<file path="config.mk">
export PLATFORM = sky130hd
export DESIGN_NAME = ppp_seq
export DESIGN_NICKNAME = d
export VERILOG_FILES = /design/src/hw/rtl/ppp_pkg.sv /design/src/hw/rtl/ppp_seq.sv
export SDC_FILE = /design/constraint.sdc
export NUM_CORES = 1
export LEC_CHECK = 0
export ABC_AREA = 0
export BUFFER_PORTS_ARGS = -buffer_cell sky130_fd_sc_hd__buf_2
export CAP_MARGIN = 15
export CORE_UTILIZATION = 40
export DETAILED_ROUTE_END_ITERATION = 10
export PLACE_DENSITY = 0.69
export SLEW_MARGIN = 30
export SYNTH_ARGS = -nofsm -noshare
export SYNTH_HDL_FRONTEND = slang
export SYNTH_SLANG_ARGS = --single-unit
</file>
<file path="constraint.sdc">
create_clock -name clk_i -period 6.55 [get_ports clk_i]
set_clock_uncertainty 0.05 [all_clocks]
set_input_delay 0.3275 -clock clk_i [delete_from_list [all_inputs] [get_ports clk_i]]
set_output_delay 0.3275 -clock clk_i [all_outputs]
set_load 0.01 [all_outputs]
</file>
<file path="src/hw/rtl/ppp_pkg.sv">
// ----------------------------------------------------------------------------
// ppp_pkg
// Shared types, command codes and helpers for the point partition block.
// ----------------------------------------------------------------------------
package ppp_pkg;

  // Store depth default and point dimensions
  localparam int unsigned PointDepthDefault = 1024;
  localparam int unsigned Dimensions        = 3;

  // Command codes
  localparam logic [1:0] CMD_WRITE = 2'd0;
  localparam logic [1:0] CMD_PART  = 2'd1;
  localparam logic [1:0] CMD_READ  = 2'd2;

  // Axis codes
  localparam logic [1:0] AXIS_X = 2'd0;
  localparam logic [1:0] AXIS_Y = 2'd1;
  localparam logic [1:0] AXIS_Z = 2'd2;

  // Status codes
  localparam logic STATUS_OK  = 1'b0;
  localparam logic STATUS_BAD = 1'b1;

  // One stored point, signed Q2.30 per coordinate
  typedef struct packed {
    logic signed [31:0] x;
    logic signed [31:0] y;
    logic signed [31:0] z;
  } point_t;

  // One result word
  typedef struct packed {
    logic   status;
    point_t pt;
  } res_t;

  // Coordinate on the selected axis (axis is checked before use)
  function automatic logic signed [31:0] coord_sel(input point_t p, input logic [1:0] axis);
    logic signed [31:0] c;
    case (axis)
      AXIS_X:  c = p.x;
      AXIS_Y:  c = p.y;
      AXIS_Z:  c = p.z;
      default: c = p.x;
    endcase
    return c;
  endfunction

endpackage

</file>
<file path="src/hw/rtl/ppp_seq.sv">
// ----------------------------------------------------------------------------
// ppp_seq
// Command sequencer: decodes commands, walks the two partition pointers and
// drives the single store port pair with one shared coordinate compare.
// ----------------------------------------------------------------------------
module ppp_seq import ppp_pkg::*; #(
  parameter int unsigned POINT_DEPTH = PointDepthDefault,
  localparam int unsigned AW = (POINT_DEPTH > 1) ? $clog2(POINT_DEPTH) : 1,
  localparam int unsigned CW = ($clog2(POINT_DEPTH + 1) > 11) ? $clog2(POINT_DEPTH + 1) : 11,
  localparam int unsigned PW = CW + 1
) (
  input  logic               clk_i,
  input  logic               rst_ni,
  // command side
  input  logic               in_valid_i,
  output logic               in_ready_o,
  input  logic [1:0]         cmd_i,
  input  logic [9:0]         index_i,
  input  logic signed [31:0] coord_x_i,
  input  logic signed [31:0] coord_y_i,
  input  logic signed [31:0] coord_z_i,
  input  logic [1:0]         axis_i,
  input  logic signed [31:0] split_i,
  input  logic [10:0]        range_start_i,
  input  logic [10:0]        range_end_i,
  // result side
  output logic               res_valid_o,
  input  logic               res_ready_i,
  output res_t               res_o,
  // store port
  output logic               we_o,
  output logic [AW-1:0]      waddr_o,
  output point_t             wdata_o,
  output logic [AW-1:0]      raddr_o,
  input  point_t             rdata_i
);

  // Sequencer states
  localparam logic [2:0] ST_IDLE  = 3'd0;
  localparam logic [2:0] ST_RDOUT = 3'd1;
  localparam logic [2:0] ST_LOADI = 3'd2;
  localparam logic [2:0] ST_CMPI  = 3'd3;
  localparam logic [2:0] ST_CMPJ  = 3'd4;
  localparam logic [2:0] ST_WRJ   = 3'd5;
  localparam logic [2:0] ST_DONE  = 3'd6;

  localparam logic [CW-1:0]        DepthC = CW'(POINT_DEPTH);
  localparam logic signed [PW-1:0] One    = PW'(1);

  logic [2:0]         state_q, state_d;
  logic signed [PW-1:0] i_q, i_d, j_q, j_d;
  logic [1:0]         axis_q, axis_d;
  logic signed [31:0] split_q, split_d;
  point_t             pi_q, pi_d;
  res_t               res_q, res_d;

  logic [CW-1:0]        idx_ext, start_ext, end_ext;
  logic                 idx_ok, range_ok;
  logic signed [31:0]   coord;
  logic signed [PW-1:0] j_dec;

  assign idx_ext   = CW'(index_i);
  assign start_ext = CW'(range_start_i);
  assign end_ext   = CW'(range_end_i);
  assign idx_ok    = idx_ext < DepthC;
  assign range_ok  = (axis_i < 2'(Dimensions)) && (start_ext <= end_ext) && (end_ext <= DepthC);

  // Shared compare operand: coordinate of the word just read
  assign coord = coord_sel(rdata_i, axis_q);
  assign j_dec = j_q - One;

  assign in_ready_o  = (state_q == ST_IDLE);
  assign res_valid_o = (state_q == ST_DONE);
  assign res_o       = res_q;

  // Next state and store port control
  always_comb begin
    state_d = state_q;
    i_d     = i_q;
    j_d     = j_q;
    axis_d  = axis_q;
    split_d = split_q;
    pi_d    = pi_q;
    res_d   = res_q;
    we_o    = 1'b0;
    waddr_o = i_q[AW-1:0];
    wdata_o = rdata_i;
    raddr_o = i_q[AW-1:0];
    unique case (state_q)
      ST_IDLE: begin
        if (in_valid_i) begin
          res_d   = '{status: STATUS_OK, pt: '0};
          state_d = ST_DONE;
          case (cmd_i)
            CMD_WRITE: begin
              if (idx_ok) begin
                we_o    = 1'b1;
                waddr_o = idx_ext[AW-1:0];
                wdata_o = '{x: coord_x_i, y: coord_y_i, z: coord_z_i};
              end else begin
                res_d.status = STATUS_BAD;
              end
            end
            CMD_READ: begin
              if (idx_ok) begin
                raddr_o = idx_ext[AW-1:0];
                state_d = ST_RDOUT;
              end else begin
                res_d.status = STATUS_BAD;
              end
            end
            CMD_PART: begin
              if (range_ok) begin
                i_d     = signed'({1'b0, start_ext});
                j_d     = signed'({1'b0, end_ext}) - One;
                axis_d  = axis_i;
                split_d = split_i;
                state_d = ST_LOADI;
              end else begin
                res_d.status = STATUS_BAD;
              end
            end
            default: res_d.status = STATUS_BAD;
          endcase
        end
      end
      ST_RDOUT: begin
        res_d.pt = rdata_i;
        state_d  = ST_DONE;
      end
      // Loop test, then fetch left point
      ST_LOADI: begin
        if (i_q < j_q) begin
          raddr_o = i_q[AW-1:0];
          state_d = ST_CMPI;
        end else begin
          state_d = ST_DONE;
        end
      end
      // Left point below split: advance; else fetch right point
      ST_CMPI: begin
        pi_d = rdata_i;
        if (coord < split_q) begin
          i_d     = i_q + One;
          state_d = ST_LOADI;
        end else begin
          raddr_o = j_q[AW-1:0];
          state_d = ST_CMPJ;
        end
      end
      // Right point above split: retreat; else swap, right word into left slot
      ST_CMPJ: begin
        if (coord > split_q) begin
          j_d = j_dec;
          if (i_q < j_dec) begin
            raddr_o = j_dec[AW-1:0];
          end else begin
            state_d = ST_DONE;
          end
        end else begin
          we_o    = 1'b1;
          waddr_o = i_q[AW-1:0];
          wdata_o = rdata_i;
          state_d = ST_WRJ;
        end
      end
      // Second half of swap, then move both pointers
      ST_WRJ: begin
        we_o    = 1'b1;
        waddr_o = j_q[AW-1:0];
        wdata_o = pi_q;
        i_d     = i_q + One;
        j_d     = j_dec;
        state_d = ST_LOADI;
      end
      ST_DONE: begin
        if (res_ready_i) begin
          state_d = ST_IDLE;
        end
      end
      default: state_d = ST_IDLE;
    endcase
  end

  // Control state
  always_ff @(posedge clk_i or negedge rst_ni) begin
    if (!rst_ni) begin
      state_q <= ST_IDLE;
    end else begin
      state_q <= state_d;
    end
  end

  // Working registers
  always_ff @(posedge clk_i) begin
    i_q     <= i_d;
    j_q     <= j_d;
    axis_q  <= axis_d;
    split_q <= split_d;
    pi_q    <= pi_d;
    res_q   <= res_d;
  end

endmodule

</file>
### Word level (Yosys, flattened, before mapping)

Index checks and enable logic that the tools add are counted.

| storage, ports and cells | value |
|---|---|
| flip-flop bits (word level) | 254 |
| output and inout bits | 216 |
| input port bits | 264 |
| logic and storage cells | 99 |

| cells by class | value |
|---|---|
| reduce and logical (&&, ||, !) cells | 14 |
| mux-type cells | 45 |
| add/subtract/negate cells | 3 |
| equality and inequality tests | 17 |
| order comparisons | 8 |

Operators with widths:

| operator | number |
|---|---|
| $mux 96 | 4 |
| $pmux 96 s2 | 2 |
| $mux 12 | 8 |
| $mux 10 | 8 |
| $pmux 12 s3 | 2 |
| $pmux 32 s2 | 1 |
| $gt 32x32->1 | 1 |
| $lt 32x32->1 | 1 |
| $pmux 10 s3 | 1 |
| $lt 12x12->1 | 2 |
| $mux 3 | 8 |
| $pmux 3 s7 | 1 |
| $pmux 10 s2 | 1 |
| $add 12x2->12 const B | 1 |
| $sub 11x1->12 const B | 1 |
| $sub 12x2->12 const B | 1 |
| $le 11x11->1 | 1 |
| $le 11x11->1 const B | 1 |
| $lt 10x11->1 const B | 1 |
| $reduce_and 5->1 | 2 |
| $eq 3x3->1 const B | 3 |
| $eq 3x2->1 const B | 2 |
| $mux 1 | 6 |
| $ne 2x1->1 const B | 3 |
| 18 further kinds | 25 |

### Logic depth before layout (Yosys ltp)

Gate-level depths: netlist of run 1.

| depth | value |
|---|---|
| depth after elaboration | 7 |
| gate-level depth with buffers | 16 |
| depth with buffers taken out | 14 |

### Least setup slack after synthesis of run 1

OpenSTA, ideal clock, no wires.

| timing path | value |
|---|---|
| kind | register to output |
| start point | register state_q[1] |
| end point | output raddr_o[2] |
| slack | 1.888 ns |
| required time | 6.173 ns |
| buffers on the path | 2 |
| cell stages (with the launch flop) | 7 |
| arrival time | 4.285 ns |
| cell sequence | dfrtp_1 clkbuf_1 nand2_1 nor2_1 clkbuf_1 a31oi_1 o211ai_1 |

| between the ends | value |
|---|---|
| cells in the longest elaborated chain, start to end | 2 |
| elaborated cells on any way between the ends | 4 |
| those cells by class | 2 x eq/ne; 1 x mux; 1 x reduce/logical |

Ends and longest elaborated chain:

| element | line | text |
|---|---|---|
| start, declared | ppp_seq.sv:50 | `logic [2:0] state_q, state_d;` |
| start signal, assigned | ppp_seq.sv:190 | `state_q <= state_d;` |
| $eq 3x3->1, or another cell as far along | ppp_seq.sv:89 | `unique case (state_q)` |
| $pmux 10 s3 * | ppp_seq.sv:89 |  |
| end, declared | ppp_seq.sv:34 | `output logic [AW-1:0] raddr_o,` |

Mark *: on every way between the ends. The rest lies on a longest branch, timed or not.

### Final worst setup path of run 1

| timing path | value |
|---|---|
| start point | register axis_q[1] |
| end point | output raddr_o[0] |

| between the ends | value |
|---|---|
| cells in the longest elaborated chain, start to end | 5 |
| elaborated cells on any way between the ends | 8 |
| those cells by class | 2 x order compare; 2 x eq/ne; 4 x mux |

Ends and longest elaborated chain:

| element | line | text |
|---|---|---|
| start, declared | ppp_seq.sv:52 | `logic [1:0] axis_q, axis_d;` |
| start signal, assigned | ppp_seq.sv:198 | `axis_q <= axis_d;` |
| $eq 2x2->1 / $eq 2x1->1 (equally long branches) | ppp_pkg.sv:41 | `case (axis)` |
| $pmux 32 s2 * | ppp_pkg.sv:41 |  |
| $gt 32x32->1 / $lt 32x32->1 (equally long branches) | ppp_seq.sv:153, ppp_seq.sv:143 |  |
| $mux 10 (on tied branches) | ppp_seq.sv:153, ppp_seq.sv:143 |  |
| $pmux 10 s3 * | ppp_seq.sv:89 |  |

Marked as above.

==> impl_metrics.ini, run 1 <==
[global_route]
grt_overflow_total = 0
grt_pass1_wl_mm = 73.8
met1_usage_pct = 36.8
grt_usage_pct = 27.7
grt_max_degree = 98
antenna_found_initial = 3
first_global_vias = 11971
grt_use_met2_pct = 45.4
grt-busiest-layer = met2
use_met3_pct = 4.85

[worst_setup_path]
crit_path_cell_trace = inv_1, ha_2, a22oi_1, o21ai_0, ha_1, a21o_1, a21o_1, a221oi_1, nor2_1, nor4_2, o211ai_1, buf_4, mux2_1, o211ai_2, buf_2
path_delay_family = compound AO/OA/AOI/OAI gates
max_stage_delay_ns = 0.68
cp_max_fo = 32
cpMostUsedCell = a21o_1
endpoint_kind = output pin
required_ns = 6.17
path_buf_inv = 3
worstSetupPathType = reg2out
crit_slowest_cell = ha_2
cp.arrival_ns = 5.07
cp-start-kind = register

[power]
p_int_uw = 3970
swShare_pct = 35.3
seqPwrFrac_pct = 39.1
clock_power_share_pct = 27.1
p_per_area_nw_per_um2 = 329
power_leakage_uw = 0.00813
vdd_drop_max_mv = 0.230
net-switching-power_uw = 2160
pwr-share-comb_pct = 33.9

[placed_design]
dp_hpwl_mm = 36.0
gp_congestion = 0.980
io_buffers = 479

[yosys]
ys_async_sr_fraction_pct = 1.18
synth-main-ff-cell = edfxtp_1
ys_seq_area_share_pct = 55.8
synth.distinct_cells = 58
yosysWarnings = 0
yosys.area_share.simple_pct = 16.7
synthMuxAreaShare_pct = 0.312
synth_xor_xnor_area_share_pct = 1.73
syn_nets = 1632
synth_top_family_by_area = simple AND/OR/NAND/NOR gates
syn-mean-instance-area_um2 = 10.5
synth_cells = 1298
synth_compound_area_share_pct = 14.9
synth_adder_area_share_pct = 6.42
ys_ff_latch = 254
netlist_area_um2 = 13600
synth-edff-count = 251

[timing]
rsz0062_at_grt = false
maxSlewViolCount = 0
final.setup.tns_ns = 0
period_needed_ns = 5.45
max_freq_mhz = 184
hold_viol_final = 0
hold_slack_ns = 0.0125
relSlewSlack_pct = 34.4
fin_crit_sh_pct = 83.2
finalSetupViolCount = 0
worst_pin_slew_ns = 0.984

[clock_tree]
post_cts_buffers = 0
numCtsBuffers = 28
insertion_delay_ns = 0.57
cts_tree = yes
cts_resized = 0
clock_sinks = 254
clock_path_buffers = 3
cts_htree_levels = 1
cts-root-buf = clkbuf_16
cts.clk_slew.worst_paths_ns = 0.07

[hold_path]
hp-class = in2reg

[detailed_routing]
drc = 0
drt_wl_total_mm = 49.9
vias = 12701
ant_nets = 0
dr.pass1.iters = 6
vias_per_cell = 5.43
avgRoutedWirePerCell_um = 21.3
first_iter_violations = 1108

[status]
outcome = finished, final reports clean

[final_layout]
area_growth_pct = 36.9
final_net_count = 2203
drive_gt1_share_pct = 29.4

[die]
die_h_um = 187
initial_utilization_pct = 40.7
core_um2 = 33500
die-area_um2 = 34800
ios = 480
fp.dieW_um = 187
num_rows = 67

[job]
drv_cap = 0
-- cell type report --
cell class	instances	area, um2
Inverter	76	285
Timing Repair Buffer	612	3710
Sequential cell	254	7610
Clock inverter	20	259
Clock buffer	30	708
Multi-Input combinational cell	897	5520
Tap cell	448	561
Fill cell	2964	14900
Antenna cell	2	5.00
-- kinds of logic (layout without fill, tap and decap cells) --
logic type | after synthesis | in the layout
buf+inv | 147 | 738
flops | 254 | 254
mux | 4 | 4
simple gates | 495 | 495
xor+xnor | 27 | 27
compound gates | 301 | 301
fa+ha+maj | 70 | 70
other cells | 0 | 2
-- final timing paths --
check	depth (start not counted)	slack, ns	endpoint	start
worst max register to register	14	2.05	state_q[1]	axis_q[1]
worst min register to register	1	0.61	state_q[0]	state_q[0]
min in group asynchronous	2	0.07	state_q[1]	rst_ni
max in group asynchronous	2	6.27	state_q[0]	rst_ni
worst min-delay path	1	0.01	pi_q[58]	rdata_i[58]
worst max-delay path	15	1.10	raddr_o[0]	axis_q[1]
-- power by group through the flow --
stage / Clock (uW) / Combinational, uW / Sequential, uW
final: 1660 / 2080 / 2390
after global routing: 1750 / 2250 / 2420
after CTS: 1680 / 2070 / 2390
after detailed placement: 0 / 2000 / 2420
after global placement: 0 / 1970 / 2410
after floorplan: 0 / 1060 / 2470
-- per-stage QoR --
| stage | worst slack, ns | util (%) | instances | cell area, um2 | total power (uW) |
|---|---|---|---|---|---|
| after floorplan | 1.89 | - | 1298 | 13600 | 3530 |
| after detailed placement | 1.69 | 49.2 | 2168 | 16500 | 4430 |
| after CTS | 1.05 | 55.6 | 2337 | 18600 | 6150 |
| after global routing | 0.743 | 55.7 | 2339 | 18700 | 6420 |
| final | 1.10 | 55.7 | 2339 | 18700 | 6130 |
| after global placement | 1.60 | 49.1 | 2166 | 16500 | 4380 |
-- registers in the layout (all words and copies together) (netlist names) --
signal / cells
state_q: 3
j_q: 12
i_q: 12
pi_q: 96
split_q: 32
res_o: 97
axis_q: 2
-- Yosys cell counts, drive strengths merged, types with 9 or more instances --
cell / count / share of area (%)
edfxtp: 251 / 55
inv: 76 / 2.1
nand4: 12 / 0.55
a21oi: 33 / 1.2
a31oi: 18 / 0.87
nor3: 15 / 0.59
o21ai: 66 / 2.5
nand2: 303 / 8.3
a22oi: 138 / 7.6
nor2: 26 / 0.72
xnor2: 24 / 1.5
clkbuf: 63 / 1.7
ha: 70 / 6.4
nand3: 9 / 0.33
and2: 98 / 4.5
o211ai: 9 / 0.53
-- cells in the final DEF (no fill, tap or decap), types with 9 or more instances in the layout --
cell type      instances
a31oi_1               17
a22oi_1              138
nor2_1                23
nand3_1                9
and2_1                97
buf_4                 13
nand2_1              303
buf_2                479
clkbuf_16             28
nand4_1               12
edfxtp_1             251
nor3_1                13
o21ai_0               57
ha_1                  68
a21oi_1               33
dlygate4sd3_1        119
xnor2_1               24
inv_1                 74
-- repair_timing --
action	in CTS	in global routing
hold buffers	119	0
endpoints found under the setup margin	0	0
hold endpoints to repair	121	0
-- layer usage --
layer / wire (um) / part of all wire (%)
met1: 20600 / 41
met2: 23500 / 47
met3: 4060 / 8.1
met4: 1760 / 3.5
met5: 0 / 0
Power figures use the tool's default switching activity.
==> inputs of run 2 (changes only) <==
--- a/config.mk
+++ b/config.mk
@@ -10,7 +10,7 @@
 export CAP_MARGIN = 15
 export CORE_UTILIZATION = 40
 export DETAILED_ROUTE_END_ITERATION = 10
-export PLACE_DENSITY = 0.69
+export PLACE_DENSITY = 0.72
 export SLEW_MARGIN = 30
 export SYNTH_ARGS = -nofsm -noshare
 export SYNTH_HDL_FRONTEND = slang
==> constraint.sdc (replaced) <==
create_clock -name clk_i -period 4.7 [get_ports clk_i]
set_clock_uncertainty 0.05 [all_clocks]
set_input_delay 0.235 -clock clk_i [delete_from_list [all_inputs] [get_ports clk_i]]
set_output_delay 0.235 -clock clk_i [all_outputs]
set_load 0.01 [all_outputs]
==> impl_metrics.ini, run 2 (same netlist as run 1, synthesis figures left out) <==
[status]
outcome = finished, final reports clean

[timing]
fin_crit_sh_pct = 96.0
hold_viol_final = 0
maxSlewViolCount = 0
hold_slack_ns = 0.0714
final.setup.tns_ns = 0
worst_pin_slew_ns = 0.958
setup_slack_ns = 0.190
relSlewSlack_pct = 36.1
max_freq_mhz = 222
finalSetupViolCount = 0
period_needed_ns = 4.51

[die]
die-area_um2 = 34800
initial_utilization_pct = 40.7
core_um2 = 33500
ios = 480
fp.dieW_um = 187
die_h_um = 187
num_rows = 67

[worst_setup_path]
crit_path_cell_trace = inv_1, ha_4, buf_4, a22oi_1, o21ai_0, ha_1, nand4_1, nor4_4, nand2b_1, or4_4, a31oi_4, o21ai_4, o221ai_1, buf_2
cp.arrival_ns = 4.23
required_ns = 4.41
max_stage_delay_ns = 0.56
endpoint_kind = output pin
path_delay_family = simple AND/OR/NAND/NOR gates
crit_slowest_cell = or4_4
cp-start-kind = register
worstSetupPathType = reg2out
cp_max_fo = 9
path_buf_inv = 3

[job]
drv_cap = 0

[clock_tree]
cts.clk_slew.worst_paths_ns = 0.06
cts_tree = yes
cts-root-buf = clkbuf_16
clock_sinks = 254
cts_htree_levels = 1
numCtsBuffers = 29
insertion_delay_ns = 0.57
clock_path_buffers = 3

[global_route]
grt_usage_pct = 28.3
grt_max_degree = 109
grt_pass1_wl_mm = 75.4
grt_overflow_total = 0
antenna_found_initial = 1
first_global_vias = 12483

[final_layout]
drive_gt1_share_pct = 29.8
final_common_cell = buf_2
largest_register_ffs = 97
area_growth_pct = 40.7
fillers = 2837
register_area_um2 = 7610
final_net_count = 2246
multi_input_area_um2 = 5610
layout_common_cells = buf_2, nand2_1, edfxtp_1, dlygate4sd3_1, a22oi_1
stdcell_count = 2383

[power]
p_per_area_nw_per_um2 = 451
vdd_drop_max_mv = 0.272
power_leakage_uw = 0.00836
fin_total_pwr_uw = 8650

[placed_design]
gp_congestion = 0.915
io_buffers = 479
place_ws_ns = 0.396
dp.cells = 2172
dp_hpwl_mm = 36.2

[detailed_routing]
drt_wl_total_mm = 51.4
vias = 12896
first_iter_violations = 1090
drc = 0
avgRoutedWirePerCell_um = 21.6
vias_per_cell = 5.41
ant_nets = 0
dr.pass1.iters = 6

[hold_path]
hp-class = in2reg
[run 2: cell count changes in the layout (fill, tap and decap cells not counted), sizes merged]
cell         delta
diode           -1
dlygate4sd3    +28
clkinvlp        -1
bufinv          -1
clkbuf          +4
buf            +13
inv             +4
clkinv          -2
[run 2: cell type report]
cell class / count / area share, %
diodes: 1 / 0.0130
clock buffers: 33 / 3.86
clock inverters: 20 / 1.22
inverters: 76 / 1.49
multi-input cells: 897 / 29.2
flip-flops and latches: 254 / 39.7
well taps: 448 / 2.92
repair buffers: 654 / 21.6
[run 2: what timing repair did]
item / CTS / global route
endpoints found under the hold margin: 205 / 0
hold buffers: 147 / 0
setup endpoints to repair: 11 / 11
pin swaps: 0 / 5
buffers inserted: 0 / 10
gates resized for setup: 5 / 13
[run 2: path summary, 6_finish.rpt]
path	end	cells after the start	slack [ns]	start
max	raddr_o[4]	14	0.19	axis_q[1]
min	res_o[96]	3	0.07	cmd_i[1]
max reg2reg	i_q[8]	14	0.78	axis_q[1]
min reg2reg	state_q[0]	1	0.64	state_q[0]
max in group asynchronous	state_q[0]	3	3.86	rst_ni
min in group asynchronous	state_q[2]	3	0.57	rst_ni
[run 2: power breakdown]
part           switching, uW  total (uW)  internal, uW  leakage [uW]
logic                   1870        2990          1110       0.00558
registers                256        3340          3080       0.00232
clock network            963        2330          1360      0.000462
total                   3090        8650          5560       0.00836
[run 2: through the flow]
step	area, um2	util, %
2_1_floorplan	13600	-
3_3_place_gp	16500	49.3
3_5_place_dp	16500	49.3
4_1_cts	19000	56.8
5_1_grt	19200	57.2
6_report	19200	57.2
[run 2: worst min-delay path, cell delays in order]
cell	delay (ns)
buf_2	0.12
a21oi_1	0.06
a31oi_1	0.15
[run 2: layer usage]
layer | routed length (um) | part of all wire [%] | global-route usage [%]
met1 | 20500 | 40 | 35.9
met2 | 25000 | 49 | 48.2
met3 | 3950 | 7.7 | 4.74
met4 | 1850 | 3.6 | 10.8
met5 | 0 | 0 | 0
